===== config.mk =====
export PLATFORM = sky130hd
export DESIGN_NAME = sapd_merge
export DESIGN_NICKNAME = d
export VERILOG_FILES = /design/src/design/sapd_pkg.sv /design/src/design/sapd_merge.sv
export VERILOG_INCLUDE_DIRS = /design/src /design/src/design
export SDC_FILE = /design/constraint.sdc
export NUM_CORES = 1
export LEC_CHECK = 0
export CORE_ASPECT_RATIO = 0.6
export CORE_UTILIZATION = 53
export CTS_BUF_LIST = sky130_fd_sc_hd__clkbuf_8
export CTS_CLUSTER_SIZE = 14
export DETAILED_ROUTE_END_ITERATION = 6
export DONT_BUFFER_PORTS = 1
export MAX_ROUTING_LAYER = met4
export PLACE_DENSITY_LB_ADDON = 0.1
export RECOVER_POWER = 50
export SLEW_MARGIN = 20
export SYNTH_ARGS = -nofsm -noshare
export SYNTH_HDL_FRONTEND = slang
export SYNTH_SLANG_ARGS = --single-unit

===== constraint.sdc =====
create_clock -name clk -period 4.7 [get_ports clk]
set_input_delay 0.235 -clock clk [delete_from_list [all_inputs] [get_ports clk]]
set_output_delay 0.235 -clock clk [all_outputs]
set_load 0.05 [all_outputs]

===== src/design/stereo_allpass_diffuser_macros.svh =====
// Assertion macros shared by the stereo allpass diffuser modules.
`ifndef STEREO_ALLPASS_DIFFUSER_MACROS_SVH
`define STEREO_ALLPASS_DIFFUSER_MACROS_SVH

// Property that must hold at every clock edge outside reset.
`define SAPD_ASSERT(name, prop, msg) \
  name: assert property (@(posedge clk) disable iff (!rst_n) (prop)) else $error(msg);

// Condition in one cycle that implies a result in the next cycle.
`define SAPD_ASSERT_NEXT(name, cond, nxt, msg) \
  name: assert property (@(posedge clk) disable iff (!rst_n) (cond) |=> (nxt)) else $error(msg);

`endif


===== src/design/sapd_pkg.sv =====
// Shared constants, tables, types and elaboration functions of the diffuser.
package sapd_pkg;

  // Structure of the cascade.
  localparam int MAX_STAGES      = 6;
  localparam int STAGE_W         = $clog2(MAX_STAGES);
  localparam int COEF_BITS       = 16;
  localparam int TIME_SUM_MAX    = 3546;
  localparam int SPARE_PER_STAGE = 64;

  // Channel indexes.
  localparam int CH_LEFT  = 0;
  localparam int CH_RIGHT = 1;

  // Defaults of the top-level parameters.
  localparam int DEF_SAMPLE_RATE_HZ = 48000;
  localparam int DEF_STAGE_COUNT    = 6;
  localparam int DEF_SAMPLE_BITS    = 24;
  localparam int DEF_FRACTION_BITS  = 21;

  // Stage times in hundredths of a millisecond, per channel.
  localparam int unsigned TIME_CMS [2][MAX_STAGES] = '{
    '{157, 253, 389, 583, 847, 1253},
    '{167, 263, 401, 589, 859, 1267}
  };

  // Allpass gains in percent, per channel.
  localparam int unsigned COEF_PCT [2][MAX_STAGES] = '{
    '{65, 62, 59, 56, 53, 50},
    '{63, 60, 58, 55, 52, 49}
  };

  // Handshake status that a lane reports to the merge stage.
  typedef struct packed {
    logic idle;
    logic full;
  } sapd_lane_stat_t;

  // Total store size that the delay lines of one channel may take.
  function automatic int unsigned sapd_store_limit(input int unsigned rate);
    return (TIME_SUM_MAX * rate) / 100000 + MAX_STAGES * SPARE_PER_STAGE;
  endfunction

  // Primality test by stepping through multiples, used at elaboration only.
  function automatic bit sapd_is_prime(input int unsigned v);
    int unsigned d;
    int unsigned m;
    bit          prime;
    if (v < 2) return 1'b0;
    if (v == 2) return 1'b1;
    if (v[0] == 1'b0) return 1'b0;
    prime = 1'b1;
    for (d = 3; d * d <= v; d += 2) begin
      m = d * d;
      while (m < v) m += d;
      if (m == v) prime = 1'b0;
    end
    return prime;
  endfunction

  // Nearest odd prime, searching downward first at each distance.
  function automatic int unsigned sapd_odd_prime(input int unsigned n);
    int unsigned v;
    int unsigned off;
    v = (n < 3) ? 3 : n;
    if (v[0] == 1'b0) v++;
    for (off = 0; off < v; off += 2) begin
      if ((v - off) >= 3 && sapd_is_prime(v - off)) return v - off;
      if (off != 0 && sapd_is_prime(v + off)) return v + off;
    end
    return v;
  endfunction

  // Length or base address of one delay line inside its channel store.
  function automatic int unsigned sapd_line(input int ch, input int stage,
                                            input int unsigned rate, input bit want_base);
    int unsigned used;
    int unsigned n;
    int unsigned d;
    int unsigned limit;
    int          s;
    used  = 0;
    limit = sapd_store_limit(rate);
    for (s = 0; s <= stage; s++) begin
      n = (TIME_CMS[ch][s] * rate + 50000) / 100000;
      d = sapd_odd_prime(n);
      if (used + d > limit) d = (limit > used) ? limit - used : 0;
      if (d == 0) d = 1;
      if (s == stage) return want_base ? used : d;
      used += d;
    end
    return 0;
  endfunction

  function automatic int unsigned sapd_line_len(input int ch, input int stage,
                                                input int unsigned rate);
    return sapd_line(ch, stage, rate, 1'b0);
  endfunction

  function automatic int unsigned sapd_line_base(input int ch, input int stage,
                                                 input int unsigned rate);
    return sapd_line(ch, stage, rate, 1'b1);
  endfunction

  // Longest line among the stages in use.
  function automatic int unsigned sapd_max_len(input int ch, input int unsigned rate,
                                               input int stages);
    int unsigned m;
    int          s;
    m = 1;
    for (s = 0; s < stages; s++) begin
      if (sapd_line_len(ch, s, rate) > m) m = sapd_line_len(ch, s, rate);
    end
    return m;
  endfunction

  // Unsigned Q0.16 gain, rounded half up from the percent table.
  function automatic logic [COEF_BITS-1:0] sapd_coef(input int ch, input int stage);
    return COEF_BITS'((COEF_PCT[ch][stage] * 65536 + 50) / 100);
  endfunction

endpackage


===== src/design/sapd_merge.sv =====
// Merge stage: pairs the lane results into the output register and paces the input.
`include "stereo_allpass_diffuser_macros.svh"

module sapd_merge #(
  parameter int SAMPLE_BITS = 24
) (
  input  logic                           clk,
  input  logic                           rst_n,
  input  logic                           in_valid,
  output logic                           in_stall,
  output logic                           start,
  input  sapd_pkg::sapd_lane_stat_t      l_stat,
  input  sapd_pkg::sapd_lane_stat_t      r_stat,
  input  logic signed [SAMPLE_BITS-1:0]  l_y,
  input  logic signed [SAMPLE_BITS-1:0]  r_y,
  output logic                           take,
  output logic                           out_valid,
  input  logic                           out_stall,
  output logic signed [SAMPLE_BITS-1:0]  out_left,
  output logic signed [SAMPLE_BITS-1:0]  out_right
);
  import sapd_pkg::*;

  logic                          valid_r, valid_nxt;
  logic signed [SAMPLE_BITS-1:0] left_r, right_r;

  // A new request enters only when both lanes are free.
  assign in_stall = !(l_stat.idle && r_stat.idle);
  assign start    = in_valid && !in_stall;

  // Both results move into the output register once it is empty or being drained.
  assign take = l_stat.full && r_stat.full && (!valid_r || !out_stall);

  always_comb begin
    valid_nxt = valid_r;
    if (take) begin
      valid_nxt = 1'b1;
    end else if (!out_stall) begin
      valid_nxt = 1'b0;
    end
  end

  always_ff @(posedge clk) begin
    if (!rst_n) begin
      valid_r <= 1'b0;
    end else begin
      valid_r <= valid_nxt;
    end
  end

  always_ff @(posedge clk) begin
    if (take) begin
      left_r  <= l_y;
      right_r <= r_y;
    end
  end

  assign out_valid = valid_r;
  assign out_left  = left_r;
  assign out_right = right_r;

  `SAPD_ASSERT(a_take_needs_both, !take || (l_stat.full && r_stat.full), "result taken from a busy lane")
  `SAPD_ASSERT(a_lanes_lockstep, (l_stat.idle == r_stat.idle) && (l_stat.full == r_stat.full), "lanes out of step")
  `SAPD_ASSERT_NEXT(a_take_shows, take, out_valid, "taken result not presented")

endmodule


==> impl_metrics.tcl, run 1 <==
set metrics [dict create \
    place_area_sq_mm 0.00155 \
    vias_per_cell 5.93 \
    min_period_ns 2.15 \
    post_cts.repair.setup_buffers 0 \
    rsz0062_at_grt "no" \
    slew_viol_final 0 \
    power_frac_seq_pct 69.2 \
    antenna_found_initial 0 \
    postCtsHoldBufs 0 \
    final_area_sq_mm 0.00164 \
    power_frac_clock_pct 28.9 \
    crit_type "reg2out" \
    wl_per_cell_um 26.7 \
    p_int_mw 0.611 \
    dr.pass1.iters 6 \
    grt_max_degree 35 \
    hold_violations 0 \
    netlist_instances 55 \
    die_h_um 43.1 \
    dieArea_sq_mm 0.00304 \
    synth_top_family_by_area "simple AND/OR/NAND/NOR gates" \
    arrival_ns 1.92 \
    synthesis.area_sq_mm 0.00150 \
    design_power_total_mw 0.828 \
    startpoint "out_valid" \
    ys.warnings.count 0 \
    dp_hpwl_um 1960 \
    comb_power_share_pct 1.9 \
    final_util_pct 63.3 \
    slew_headroom_pct 59.7 \
    syn_to_final_growth_pct 9.71 \
    start_util_pct 57.7 \
    grt_pass1_wl_um 3620 \
    yosys.area_share.adder_pct 0 \
    outcome "complete, but fails checks" \
    diodes 0 \
    leakage_nw 0.523 \
    muxShareOfSynthArea_pct 0 \
    cts.repair.resized 0 \
    h-tree-depth 2 \
    layout-drive-gt1-share_pct 15.6 \
    min_from "r_y[17]" \
    first_iter_violations 62 \
    pre_cts_slack_ns 2.73 \
    gp_congestion 0.627 \
    cpMaxStageDelayCell "buf_4" \
    cts_sinks 49 \
    r2r_setup_slack_ns 2.71 \
    grt_use_total_pct 18.5 \
    fmax_mhz 464 \
    tns_ns 0 \
    ant_nets 0 \
    path_delay_family "buffers and inverters" \
    grt_remaining_overflow 0 \
    yosys_register_bits 49 \
    cts_root_buf "clkbuf_8" \
    p_sw_share_pct 26.2 \
    p_per_area_mw_per_mm2 505 \
    peakVddDrop_mv 0.266 \
    fp.coreArea_sq_mm 0.00259 \
    cp_slowest_stage_delay_ns 0.57 \
    switchingPower_mw 0.217 \
    timing.rr.start "out_valid" \
    pin_count 108 \
    remaining_drc_errors 14 \
    worst_pin_slew_ns 0.604 \
    critPathBufInv 1 \
    cts_buffer_depth 2 \
    cts_tree "done" \
    min_path_type "in2reg" \
    rows 14 \
    nets 119 \
    endpoint_kind "primary output" \
    yosys.area_share.xor_xnor_pct 0 \
    synth_compound_area_share_pct 1.09 \
    wl_um 2570 \
    period_share_pct 45.8 \
    dieWidth_um 70.6 \
    via_count 569 \
    setup_slack_ns 2.55 \
    grt_pass1_vias 586 \
    cp.required_ns 4.47 \
    setup_viol 0 \
    crit_path_cell_trace "a21oi_4 -> buf_4" \
    io_buffers 0 \
    violations "design-rule violations" \
    syn_avg_cell_area_sq_um 27.2 \
    synth-simple-area-share_pct 1.17 \
    final.setup_skew_ns 0.00901 \
    syn_nets 111 \
    drv_cap 0 \
    clk_latency_ns 0.30 \
    path_max_fanout 34 \
    yosysUniqueCellTypes 6 \
    startpoint_type "flop" \
    clk_pin_slew_ns 0.09 \
    ys_seq_area_share_pct 97.7 \
    cts_buffers 5 \
]
synth_stat cells, drive strengths merged:
library cell | number | area share [%]
edfxtp | 48 | 96
nand2 | 3 | 0.75
a21boi | 1 | 0.75
a21oi | 1 | 0.33
and3 | 1 | 0.42
dfxtp | 1 | 1.3
power by group through the flow:
stage                     sequential (mW)  clock [mW]  combinational [mW]
after detailed placement            0.583           0              0.0159
final                               0.573       0.239              0.0156
after global routing                0.575       0.260              0.0169
after floorplan                     0.582           0              0.0124
after CTS                           0.574       0.243              0.0160
after global placement              0.583           0              0.0150
cell families (layout without fill, tap and decap cells):
kind of cell / after synthesis / after routing
compound gates: 2 / 2
simple gates: 4 / 4
flops: 49 / 49
buf+inv: 0 / 9
per-layer routing:
metal | part of all wire, % | track usage [%]
met2 | 50 | 28.7
met5 | 0 | -
met4 | 1.3 | 9.60
met3 | 11 | 9.74
met1 | 37 | 19.5
sequential cells by signal, summed over array words and instances (netlist names):
name	flops
out_right	24
out_left	24
out_valid	1
final cells by class:
| cell class | count | area (sq um) |
|---|---|---|
| Clock inverter | 3 | 21.3 |
| Timing Repair Buffer | 1 | 7.51 |
| Fill cell | 179 | 952 |
| Clock buffer | 5 | 68.8 |
| Sequential cell | 49 | 1460 |
| Multi-Input combinational cell | 6 | 41.3 |
| Tap cell | 32 | 40.0 |
worst paths after layout:
check,endpoint,depth (start not counted)
hold / removal,out_right[17],0
hold reg to reg,out_valid,2
setup / recovery,take,2
setup reg to reg,out_left[11],2
cells in the final DEF (no fill, tap or decap):
| cell | instances |
|---|---|
| a21boi_0 | 1 |
| a21oi_4 | 1 |
| and3_1 | 1 |
| buf_4 | 1 |
| clkbuf_8 | 5 |
| clkinv_2 | 1 |
| clkinvlp_4 | 1 |
| dfxtp_1 | 1 |
| edfxtp_1 | 48 |
| inv_6 | 1 |
| nand2_1 | 3 |
metrics by stage:
stage,std cells,hold WS [ns]
floorplan,55,0.334
global placement,88,0.334
detailed placement,88,0.334
CTS,96,0.0203
global route,96,0.00769
finish,96,0.0246
No activity file was read; power rests on OpenSTA's default activity.
==> run 2, diff against run 1 <==
- clock period: 4.7 -> 2.1 ns (I/O delays scaled with it)
==> run 2 against run 1 <==
Compared with the run above:
- the flow still finishes with violations (design-rule violations)
- power increased by 130%
- final cell count increased by 53%
- clock-buffer cell count unchanged
- die area unchanged
- sequential share of layout area decreased by 21 points
- worst setup slack got worse by 2.1 ns
- clock skew decreased by 0.0029 ns
- non-clock buffer count increased by 51
- core utilization increased by 20 points
- critical path depth increased by 1
- critical endpoint is now out_valid
==> impl_metrics.tcl, run 2 (synthesis gave the netlist of run 1 again) <==
set metrics [dict create \
    drv_cap 0 \
    dr.pass1.iters 6 \
    cts_buffers 5 \
    clk_latency_ns 0.29 \
    grt_pass1_wl_um 4280 \
    grt_pass1_vias 795 \
    h-tree-depth 2 \
    p_int_mw 1.42 \
    cts_root_buf "clkbuf_8" \
    power_frac_clock_pct 27.0 \
    cts_tree "done" \
    via_count 754 \
    dieWidth_um 70.6 \
    diodes 0 \
    place_area_sq_mm 0.00156 \
    startpoint_type "flop" \
    dp_hpwl_um 1870 \
    antenna_found_initial 0 \
    rows 14 \
    cts_sinks 49 \
    violations "design-rule violations" \
    fp.coreArea_sq_mm 0.00259 \
    final_cell_mix "50 x dlygate4sd3_1, 48 x edfxtp_1, 5 x clkbuf_8, 3 x nand2_1" \
    path_max_fanout 3 \
    final_common_cell "dlygate4sd3_1" \
    endpoint_kind "flop" \
    timing.rr.start "out_valid" \
    tns_ns 0 \
    grt_use_total_pct 21.5 \
    grt_remaining_overflow 0 \
    arrival_ns 1.85 \
    final_util_pct 82.9 \
    remaining_drc_errors 16 \
    min_period_ns 1.63 \
    power_frac_seq_pct 67.1 \
    wl_um 3110 \
    hold_violations 0 \
    outcome "complete, but fails checks" \
    pin_count 108 \
    ant_nets 0 \
    comb_power_share_pct 5.9 \
    syn_to_final_growth_pct 43.7 \
    start_util_pct 57.7 \
    slew_viol_final 0 \
    min_from "out_stall" \
    leakage_nw 0.740 \
    layout-drive-gt1-share_pct 10.4 \
    nets 170 \
    period_share_pct 77.4 \
    p_per_area_mw_per_mm2 890 \
    post_cts.repair.setup_buffers 0 \
    slew_headroom_pct 57.5 \
    first_iter_violations 47 \
    cp.required_ns 2.33 \
    setup_viol 0 \
    io_buffers 0 \
    fmax_mhz 615 \
    cts_buffer_depth 2 \
    vias_per_cell 5.13 \
    dieArea_sq_mm 0.00304 \
    min_path_type "in2reg" \
    grt_max_degree 31 \
    crit_type "reg2reg" \
    clk_pin_slew_ns 0.09 \
    final_area_sq_mm 0.00215 \
    switchingPower_mw 0.487 \
    die_h_um 43.1 \
    gp_congestion 0.669 \
    final.setup_skew_ns 0.00607 \
    p_sw_share_pct 25.5 \
    startpoint "out_valid" \
    fillers 129 \
    wl_per_cell_um 21.2 \
    peakVddDrop_mv 0.656 \
    worst_pin_slew_ns 0.637 \
    rsz0062_at_grt "no" \
]
## run 2: metal layers
metal / vias to the layer above / track usage [%] / wire length (um)
li1: 333 / - / -
met1: 353 / 18.6 / 991
met2: 64 / 41.7 / 1770
met3: 4 / 7.84 / 303
met4: 0 / 9.60 / 46
met5: - / - / 0
## run 2: metrics by stage
step                      std cells  hold WS (ns)  worst slack (ns)  power (mW)
after floorplan                  55         0.204            0.0288        1.33
after global placement           89         0.204             0.634        1.34
after detailed placement         89         0.204             0.573        1.34
after CTS                       147         0.242             0.507        1.91
after global routing            147         0.252             0.377        1.96
final                           147         0.250             0.475        1.91
## run 2: repair_timing
action / CTS / global route
endpoints found under the hold margin: 49 / 0
hold buffers: 50 / 0
resized for setup: 0 / 0
## run 2: final cells by class
class,instances,area [sq um],area share (%)
clock buffers,5,68.8,3.20
clock inverters,3,17.5,0.815
flip-flops and latches,49,1460,68.0
repair buffers,52,515,24.0
well taps,32,40.0,1.86
multi-input cells,6,45.0,2.10
## run 2: power groups by stage
stage | sequential (mW) | clock, mW | combinational (mW)
2_1_floorplan | 1.30 | 0 | 0.0291
3_3_place_gp | 1.30 | 0 | 0.0346
3_5_place_dp | 1.31 | 0 | 0.0369
4_1_cts | 1.28 | 0.520 | 0.111
5_1_grt | 1.29 | 0.559 | 0.121
6_report | 1.28 | 0.515 | 0.113
## run 2: critical path: stages, from the launching register on
cell           delay [ns]
dfxtp_1              0.73
nand2_1              0.14
a21boi_2             0.13
dlygate4sd3_1        0.56
## run 2: final timing paths
kind | endpoint | slack [ns] | depth (start not counted)
worst min register to register | out_left[0] | 1.18 | 2
worst max-delay path | out_valid | 0.47 | 3
worst max register to register | out_valid | 0.47 | 3
worst min-delay path | out_left[0] | 0.25 | 2
